[src/sv/aps_pkg.sv]
// ----------------------------------------------------------------------------
// aps_pkg
// Shared types and constants for the approximate pattern search block.
// ----------------------------------------------------------------------------
package aps_pkg;

	localparam int PAT_MAX = 64;
	localparam int VEC_W   = 64;
	localparam int IDX_W   = $clog2(PAT_MAX);
	localparam int TOP_W   = $clog2(VEC_W);
	localparam int LEN_W   = 7;
	localparam int SCORE_W = 7;
	localparam int CODE_W  = 21;
	localparam int POS_W   = 32;

	// longest pattern the vectors can hold
	localparam logic [LEN_W-1:0] LEN_CAP =
		(PAT_MAX < VEC_W) ? LEN_W'(PAT_MAX) : LEN_W'(VEC_W);

	localparam logic [SCORE_W-1:0] SCORE_INIT = '1;
	localparam logic [POS_W-1:0]   POS_SAT    = '1;

	// configuration register indexes
	localparam logic REG_PATTERN_LENGTH = 1'b0;
	localparam logic REG_DIST_LIMIT     = 1'b1;

	// item actions
	localparam logic ACT_LOAD = 1'b0;
	localparam logic ACT_TEXT = 1'b1;

	typedef struct packed {
		logic              action;
		logic [IDX_W-1:0]  pattern_index;
		logic [CODE_W-1:0] char_code;
		logic              text_last;
	} in_item_t;

	typedef struct packed {
		logic               found;
		logic [POS_W-1:0]   match_end;
		logic [SCORE_W-1:0] edit_dist;
	} out_item_t;

	typedef struct packed {
		logic [VEC_W-1:0]   pv;
		logic [VEC_W-1:0]   mv;
		logic [SCORE_W-1:0] score;
	} search_state_t;

endpackage

[src/sv/aps_pattern_store.sv]
// ----------------------------------------------------------------------------
// aps_pattern_store
// Pattern code point store with a parallel compare against one text item.
// ----------------------------------------------------------------------------
module aps_pattern_store import aps_pkg::*; (
	input  logic              clk,
	input  logic              we,
	input  logic [IDX_W-1:0]  widx,
	input  logic [CODE_W-1:0] wdata,
	input  logic [CODE_W-1:0] code,
	input  logic [LEN_W-1:0]  eff_len,
	output logic [VEC_W-1:0]  eq
);

	logic [CODE_W-1:0] store_q [PAT_MAX];

	always_ff @(posedge clk) begin
		if (we && ({1'b0, widx} < (IDX_W+1)'(PAT_MAX))) begin
			store_q[widx] <= wdata;
		end
	end

	// entries at or beyond the pattern length never take part
	always_comb begin
		eq = '0;
		for (int i = 0; i < PAT_MAX; i++) begin
			eq[i] = (LEN_W'(i) < eff_len) && (store_q[i] == code);
		end
	end

endmodule

[src/sv/aps_myers_step.sv]
// ----------------------------------------------------------------------------
// aps_myers_step
// One column of the bit-vector edit distance update.
// ----------------------------------------------------------------------------
module aps_myers_step import aps_pkg::*; (
	input  search_state_t    cur,
	input  logic [VEC_W-1:0] eq,
	input  logic [TOP_W-1:0] top,
	output search_state_t    nxt
);

	logic [VEC_W-1:0] xv, xh, ph, mh, ph_sh, mh_sh;

	always_comb begin
		xv    = eq | cur.mv;
		xh    = (((eq & cur.pv) + cur.pv) ^ cur.pv) | eq;
		ph    = cur.mv | ~(xh | cur.pv);
		mh    = cur.pv & xh;
		ph_sh = ph << 1;
		mh_sh = mh << 1;

		nxt.pv = mh_sh | ~(xv | ph_sh);
		nxt.mv = ph_sh & xv;

		// score follows the horizontal delta at the last pattern row
		if (ph[top]) begin
			nxt.score = cur.score + SCORE_W'(1);
		end else if (mh[top] && (cur.score != '0)) begin
			nxt.score = cur.score - SCORE_W'(1);
		end else begin
			nxt.score = cur.score;
		end
	end

endmodule

[src/sv/approximate_pattern_search.sv]
// ----------------------------------------------------------------------------
// approximate_pattern_search
// Streaming approximate match of a loaded pattern against a text.
// ----------------------------------------------------------------------------
// Use: load pattern code points with action = load (any load restarts the
// search), set pattern_length and the distance limit through the write port
// while idle, then stream text code points. The text item with text_last set
// gives one result item: found, match_end and edit_dist; other items
// give none. After that item the search state clears for the next text.
// Channels: in_valid / in_stall and out_valid / out_stall; an item moves on
// an edge with valid high and stall low.
// Path: an accepted item enters the input register; the result register
// loads as the last text item leaves it, and out_valid rises with it.
// Throughput: one item per cycle while no stalled result waits; the pattern
// compare and 64-bit carry add are combinational after the input register.
// Stall: a waiting result holds in the output register, and while it waits
// no item leaves the input register, result or not. The input stage stalls
// only when it is full and the output register is full and stalled.
// Reset: clears control and the search state to their defaults and the valid
// flags of both registers; the pattern store is not cleared and needs loading.
// ----------------------------------------------------------------------------
module approximate_pattern_search import aps_pkg::*; (
	input  logic             clk,
	input  logic             arst_n,
	input  logic             cfg_we,
	input  logic             cfg_index,
	input  logic [LEN_W-1:0] cfg_data,
	input  logic             in_valid,
	output logic             in_stall,
	input  in_item_t         in_item,
	output logic             out_valid,
	input  logic             out_stall,
	output out_item_t        out_item
);

	logic              valid_s1;
	in_item_t          item_s1;
	logic [LEN_W-1:0]  plen_q, maxd_q;
	search_state_t     srch_q;
	logic [SCORE_W-1:0] best_q;
	logic [POS_W-1:0]  best_end_q, pos_q;
	logic              out_valid_q;
	out_item_t         out_item_q;

	logic [LEN_W-1:0]  eff_len;
	logic [TOP_W-1:0]  top;
	logic [VEC_W-1:0]  eq;
	search_state_t     srch_nxt;
	logic [POS_W-1:0]  pos_nxt;
	logic              better, out_free, adv, is_text, is_last, found;
	logic [SCORE_W-1:0] best_nxt;
	logic [POS_W-1:0]  end_nxt;

	always_comb begin
		if (plen_q == '0) begin
			eff_len = LEN_W'(1);
		end else if (plen_q > LEN_CAP) begin
			eff_len = LEN_CAP;
		end else begin
			eff_len = plen_q;
		end
	end

	assign top = TOP_W'(eff_len - LEN_W'(1));

	assign out_free = !out_valid_q || !out_stall;
	assign adv      = valid_s1 && out_free;
	assign in_stall = valid_s1 && !out_free;
	assign is_text  = (item_s1.action == ACT_TEXT);
	assign is_last  = is_text && item_s1.text_last;

	aps_pattern_store u_store (
		.clk     (clk),
		.we      (adv && !is_text),
		.widx    (item_s1.pattern_index),
		.wdata   (item_s1.char_code),
		.code    (item_s1.char_code),
		.eff_len (eff_len),
		.eq      (eq)
	);

	aps_myers_step u_step (
		.cur (srch_q),
		.eq  (eq),
		.top (top),
		.nxt (srch_nxt)
	);

	always_comb begin
		pos_nxt  = (pos_q == POS_SAT) ? pos_q : pos_q + POS_W'(1);
		better   = srch_nxt.score < best_q;
		best_nxt = better ? srch_nxt.score : best_q;
		end_nxt  = better ? pos_nxt : best_end_q;
		found    = (best_nxt <= maxd_q) && (maxd_q <= eff_len);
	end

	// input register
	always_ff @(posedge clk or negedge arst_n) begin
		if (!arst_n) begin
			valid_s1 <= 1'b0;
		end else if (in_valid && !in_stall) begin
			valid_s1 <= 1'b1;
		end else if (adv) begin
			valid_s1 <= 1'b0;
		end
	end

	always_ff @(posedge clk) begin
		if (in_valid && !in_stall) begin
			item_s1 <= in_item;
		end
	end

	// configuration and search state
	always_ff @(posedge clk or negedge arst_n) begin
		if (!arst_n) begin
			plen_q       <= LEN_W'(1);
			maxd_q       <= '0;
			srch_q.pv    <= '1;
			srch_q.mv    <= '0;
			srch_q.score <= SCORE_W'(1);
			best_q       <= SCORE_INIT;
			best_end_q   <= '0;
			pos_q        <= '0;
		end else if (cfg_we) begin
			unique case (cfg_index)
				REG_PATTERN_LENGTH: begin
					plen_q       <= cfg_data;
					srch_q.pv    <= '1;
					srch_q.mv    <= '0;
					if (cfg_data == '0) begin
						srch_q.score <= SCORE_W'(1);
					end else if (cfg_data > LEN_CAP) begin
						srch_q.score <= SCORE_W'(LEN_CAP);
					end else begin
						srch_q.score <= SCORE_W'(cfg_data);
					end
					best_q       <= SCORE_INIT;
					best_end_q   <= '0;
					pos_q        <= '0;
				end
				REG_DIST_LIMIT: begin
					maxd_q <= cfg_data;
				end
				default: begin
					maxd_q <= maxd_q;
				end
			endcase
		end else if (adv) begin
			if (!is_text || is_last) begin
				srch_q.pv    <= '1;
				srch_q.mv    <= '0;
				srch_q.score <= SCORE_W'(eff_len);
				best_q       <= SCORE_INIT;
				best_end_q   <= '0;
				pos_q        <= '0;
			end else begin
				srch_q     <= srch_nxt;
				best_q     <= best_nxt;
				best_end_q <= end_nxt;
				pos_q      <= pos_nxt;
			end
		end
	end

	// result register
	always_ff @(posedge clk or negedge arst_n) begin
		if (!arst_n) begin
			out_valid_q <= 1'b0;
		end else if (adv && is_last) begin
			out_valid_q <= 1'b1;
		end else if (!out_stall) begin
			out_valid_q <= 1'b0;
		end
	end

	always_ff @(posedge clk) begin
		if (adv && is_last) begin
			out_item_q.found     <= found;
			out_item_q.match_end <= found ? end_nxt : '0;
			out_item_q.edit_dist <= found ? best_nxt : '0;
		end
	end

	assign out_valid = out_valid_q;
	assign out_item  = out_item_q;

endmodule

[config.mk]
export PLATFORM = sky130hd
export DESIGN_NAME = approximate_pattern_search
export DESIGN_NICKNAME = d
export VERILOG_FILES = /design/src/sv/aps_pkg.sv /design/src/sv/aps_pattern_store.sv /design/src/sv/aps_myers_step.sv /design/src/sv/approximate_pattern_search.sv
export SDC_FILE = /design/constraint.sdc
export NUM_CORES = 2
export LEC_CHECK = 0
export BUFFER_PORTS_ARGS = -buffer_cell sky130_fd_sc_hd__clkbuf_2
export CELL_PAD_IN_SITES_DETAIL_PLACEMENT = 1
export CELL_PAD_IN_SITES_GLOBAL_PLACEMENT = 2
export CORE_MARGIN = 10
export CORE_UTILIZATION = 35
export CTS_BUF_LIST = sky130_fd_sc_hd__clkbuf_8
export DETAILED_ROUTE_END_ITERATION = 6
export PLACE_DENSITY_LB_ADDON = 0.12
export SLEW_MARGIN = 40
export SYNTH_ARGS = -nofsm -noshare
export SYNTH_HDL_FRONTEND = slang
export SYNTH_SLANG_ARGS = --single-unit
[constraint.sdc]
create_clock -name clk -period 11 [get_ports clk]
set_input_delay 2.2 -clock clk [delete_from_list [all_inputs] [get_ports clk]]
set_output_delay 2.2 -clock clk [all_outputs]
set_load 0.005 [all_outputs]
==> run metrics <==
asr flop ratio synth=between 10% and 20%; Mapped Cells=6514; CTS tree=yes; main flop type after synthesis=edfxtp_1; fraction of layout cells with a size suffix above 1=14.6%; Arr. time, crit path=11180 ps; clk_skew=104 ps; Hold Crit Endpoint=best_end_q[24]; hold buffers post-CTS=0; Yosys reg bits=about 1600; min-delay src=best_end_q[24]; Crit path required time=11860 ps; fmax=96.9 MHz; non-filler instance count after layout=10160; total power divided by cell area=153 nW/um2; delay-heaviest family, CP=compound AO/OA/AOI/OAI gates; Via density=between 5 and 6; worst hold path type=flip-flop to flip-flop; peak supply drop=0.0000790 V; minimum clock period=10320 ps; sequential area share after synthesis=59.2%; syn avg cell area=~12 um2; Die W=502 um; Synth Area in XOR/XNOR=~15%; Tightest Pin Transition=~940 ps; max-cap violations=0; # setup viols final=0; vias in the first global route=roughly 59000; Residual DRC=0; Post-Synth Adder-Cell Area=less than 1%; combinational family with the most area after synthesis=XOR/XNOR gates; clock buffer depth=4; WP buf/inv=4; status=finished, final reports clean; Post-synth EDFFs=1413; RePlAce Congestion=0.958; later-pin clock latency in the skew report=1080 ps; # port buffers=slightly above 80; Simple-Gate Fraction of Synth Area=13.0%; Slew headroom=37.5%; Die Ht=502 um; die area=252000 um2; final-report hold violation count=0; R2R Path End=out_item[34]; Final Max Tran Viols=0; maximum number of pins on one net before global-route repair=75; CP Class=flip-flop to flip-flop; slowest stage cell, crit path=edfxtp_1; Post-CTS Setup Bufs=0; Fillers=24217; PostCTS Resize Cnt=0; dpl cells=9600; Root Buffer=clkbuf_8; Post-Syn Area=between 80000 and 90000 um2; Placement Rows=176; reg-to-reg slack, setup=680 ps; Setup Total Neg Slack=0 ps; Netlist cell types=~120; first-pass GRT wire length=442000 um; area taken by multi-input logic gates=31400 um2; DRT Pass-1 Iters=5; post-synthesis mux area share=less than 1%; Ys Warns=0; DP Wirelength=217000 um; Synth Area in Compound Gates=8.41%; Reg clk slew, reported paths=60 ps; clk sink count=between 1500 and 2000; crit-path max cell delay=approximately 730 ps; Initial Util=about a third; Reg area=between 40000 and 50000 um2; wirelength, routed=309000 um; initial antenna violation count=11; area grow syn2layout=13.9%; total CTS buffers=321; crit-path max FO=33; RSZ-0062 raised after global routing=no; WHS Path Cells=1; GRT Resource Usage Total=23.9%; CP Capture Type=flip-flop; Finished Core Util=40.1%; leak pwr=32.2 nW; worst r2r src=item_s1[18]; Final ANT Viol Nets=0; Avg WL per Cell=roughly 30 um; hold slack=500 ps; DR vias=~57000; Iter 0 DRT Violations=4858; Placeable Area=230000 um2; nets@finish=6967; total power draw=about 14 mW; # IOs=84; # H-tree levels=5; Tcrit/Tclk final=93.8%; grt ovf=0; CP startpoint kind=flip-flop; depth of the most critical reg-to-reg path=38; Mapped Nets=6582
==> logic make-up (layout without fill, tap and decap cells) <==
logic type                 count (synthesis)  in the layout
DFF                                     1634           1634
and+or+nand+nor                         1983           1983
adders and majority gates                 66             66
AOI/OAI and AO/OA                        977            977
other                                      0             11
xor gates and xnor gates                1383           1383
buffers and inverters                    413           1022
muxes                                     58             58
==> Yosys cell counts, types with 39 or more instances <==
master | instances | area [um2]
clkbuf_1 | 115 | 432
a22o_1 | 46 | 403
inv_1 | 103 | 387
a31oi_1 | 49 | 307
o21ai_0 | 178 | 891
and3_1 | 42 | 263
nor4_1 | 284 | 1780
or4_1 | 39 | 293
edfxtp_1 | 1413 | 42400
dfrtp_1 | 148 | 3700
nand3_1 | 126 | 631
and2_1 | 45 | 282
dfstp_2 | 73 | 1920
buf_4 | 103 | 773
nor3_1 | 170 | 851
nand4_1 | 226 | 1410
xnor2_1 | 619 | 5420
a211oi_1 | 48 | 360
nor2_1 | 451 | 1690
buf_6 | 44 | 495
maj3_1 | 40 | 400
o211ai_1 | 42 | 315
or3_1 | 41 | 257
xor2_1 | 764 | 6690
a21oi_1 | 191 | 956
nand2_1 | 331 | 1240
==> final cells by class <==
cell class	instances	share of cell area (%)
Multi-Input combinational cell	4467	34.0
Timing Repair Buffer	372	3.40
Sequential cell	1634	52.0
Antenna cell	11	0.0298
Inverter	103	0.418
Clock buffer	335	4.99
Tap cell	3026	4.10
Clock inverter	212	1.11
==> through the flow <==
step | worst slack [ps] | cell area (um2)
3_5_place_dp | 785 | 86700
2_1_floorplan | 2350 | 81200
5_1_grt | 15.7 | 92400
6_report | 682 | 92500
3_3_place_gp | 137 | 86300
4_1_cts | 675 | 92300
==> sequential cells by signal, summed over array words and instances (netlist names), 7 cells and up <==
register,flops
item_s1,28
maxd_q,7
best_end_q,32
u_store.store_q,1344
plen_q,7
out_item,40
best_q,7
srch_q,134
pos_q,32
==> worst max path at each step <==
stage	endpoint	start	slack, ps	cells after the start
after floorplan	out_item[29]	item_s1[11]	2350	43
after global placement	out_item[15]	item_s1[19]	140	41
after detailed placement	out_item[1]	item_s1[16]	780	36
after CTS	out_item[34]	item_s1[16]	680	36
after global routing	out_item[34]	item_s1[2]	20	38
final	out_item[34]	item_s1[18]	680	38
==> routing by layer <==
metal,up-vias,wire [um],global-route usage (%)
met5,-,26,0
met3,434,16800,3.89
met1,29847,149000,35.2
met4,4,8940,6.84
met2,1696,135000,36.3
li1,25168,-,-
==> power breakdown <==
group          internal [mW]  leakage (nW)  switching, mW  total, mW
sequential              6.80          15.6         0.0641       6.87
combinational          0.488          13.4           1.18       1.67
clock                   2.93          3.24           2.69       5.63
total                   10.2          32.2           3.94       14.2
==> cells in the final DEF (no fill, tap or decap), types with 24 or more instances in the layout <==
master,synthesis,routed
nand2b_1,29,29
nand2_1,331,328
and2_1,45,43
nor3_1,170,164
a21oi_1,191,190
and4_1,24,24
buf_4,103,237
nor2b_1,31,30
a21o_1,36,36
nor4_1,284,263
o21ai_0,178,174
o211ai_1,42,42
nand4_1,226,226
a211oi_1,48,47
a22o_1,46,46
edfxtp_1,1413,1413
nor2_4,1,32
mux2i_1,38,38
buf_12,0,39
or4_1,39,39
clkinv_2,0,25
o31ai_1,31,30
xor2_1,764,763
dfrtp_1,148,145
inv_1,103,202
xnor2_1,619,618
ha_1,26,26
or2_2,29,29
dfstp_2,73,73
clkbuf_8,0,335
clkinv_1,0,71
or3_1,41,41
and3_1,42,42
nor2_1,451,397
a31oi_1,49,48
maj3_1,40,40
clkbuf_2,0,82
nand3_1,126,125
o21a_1,30,30
Note: power is estimated with default switching activity, not from simulation.
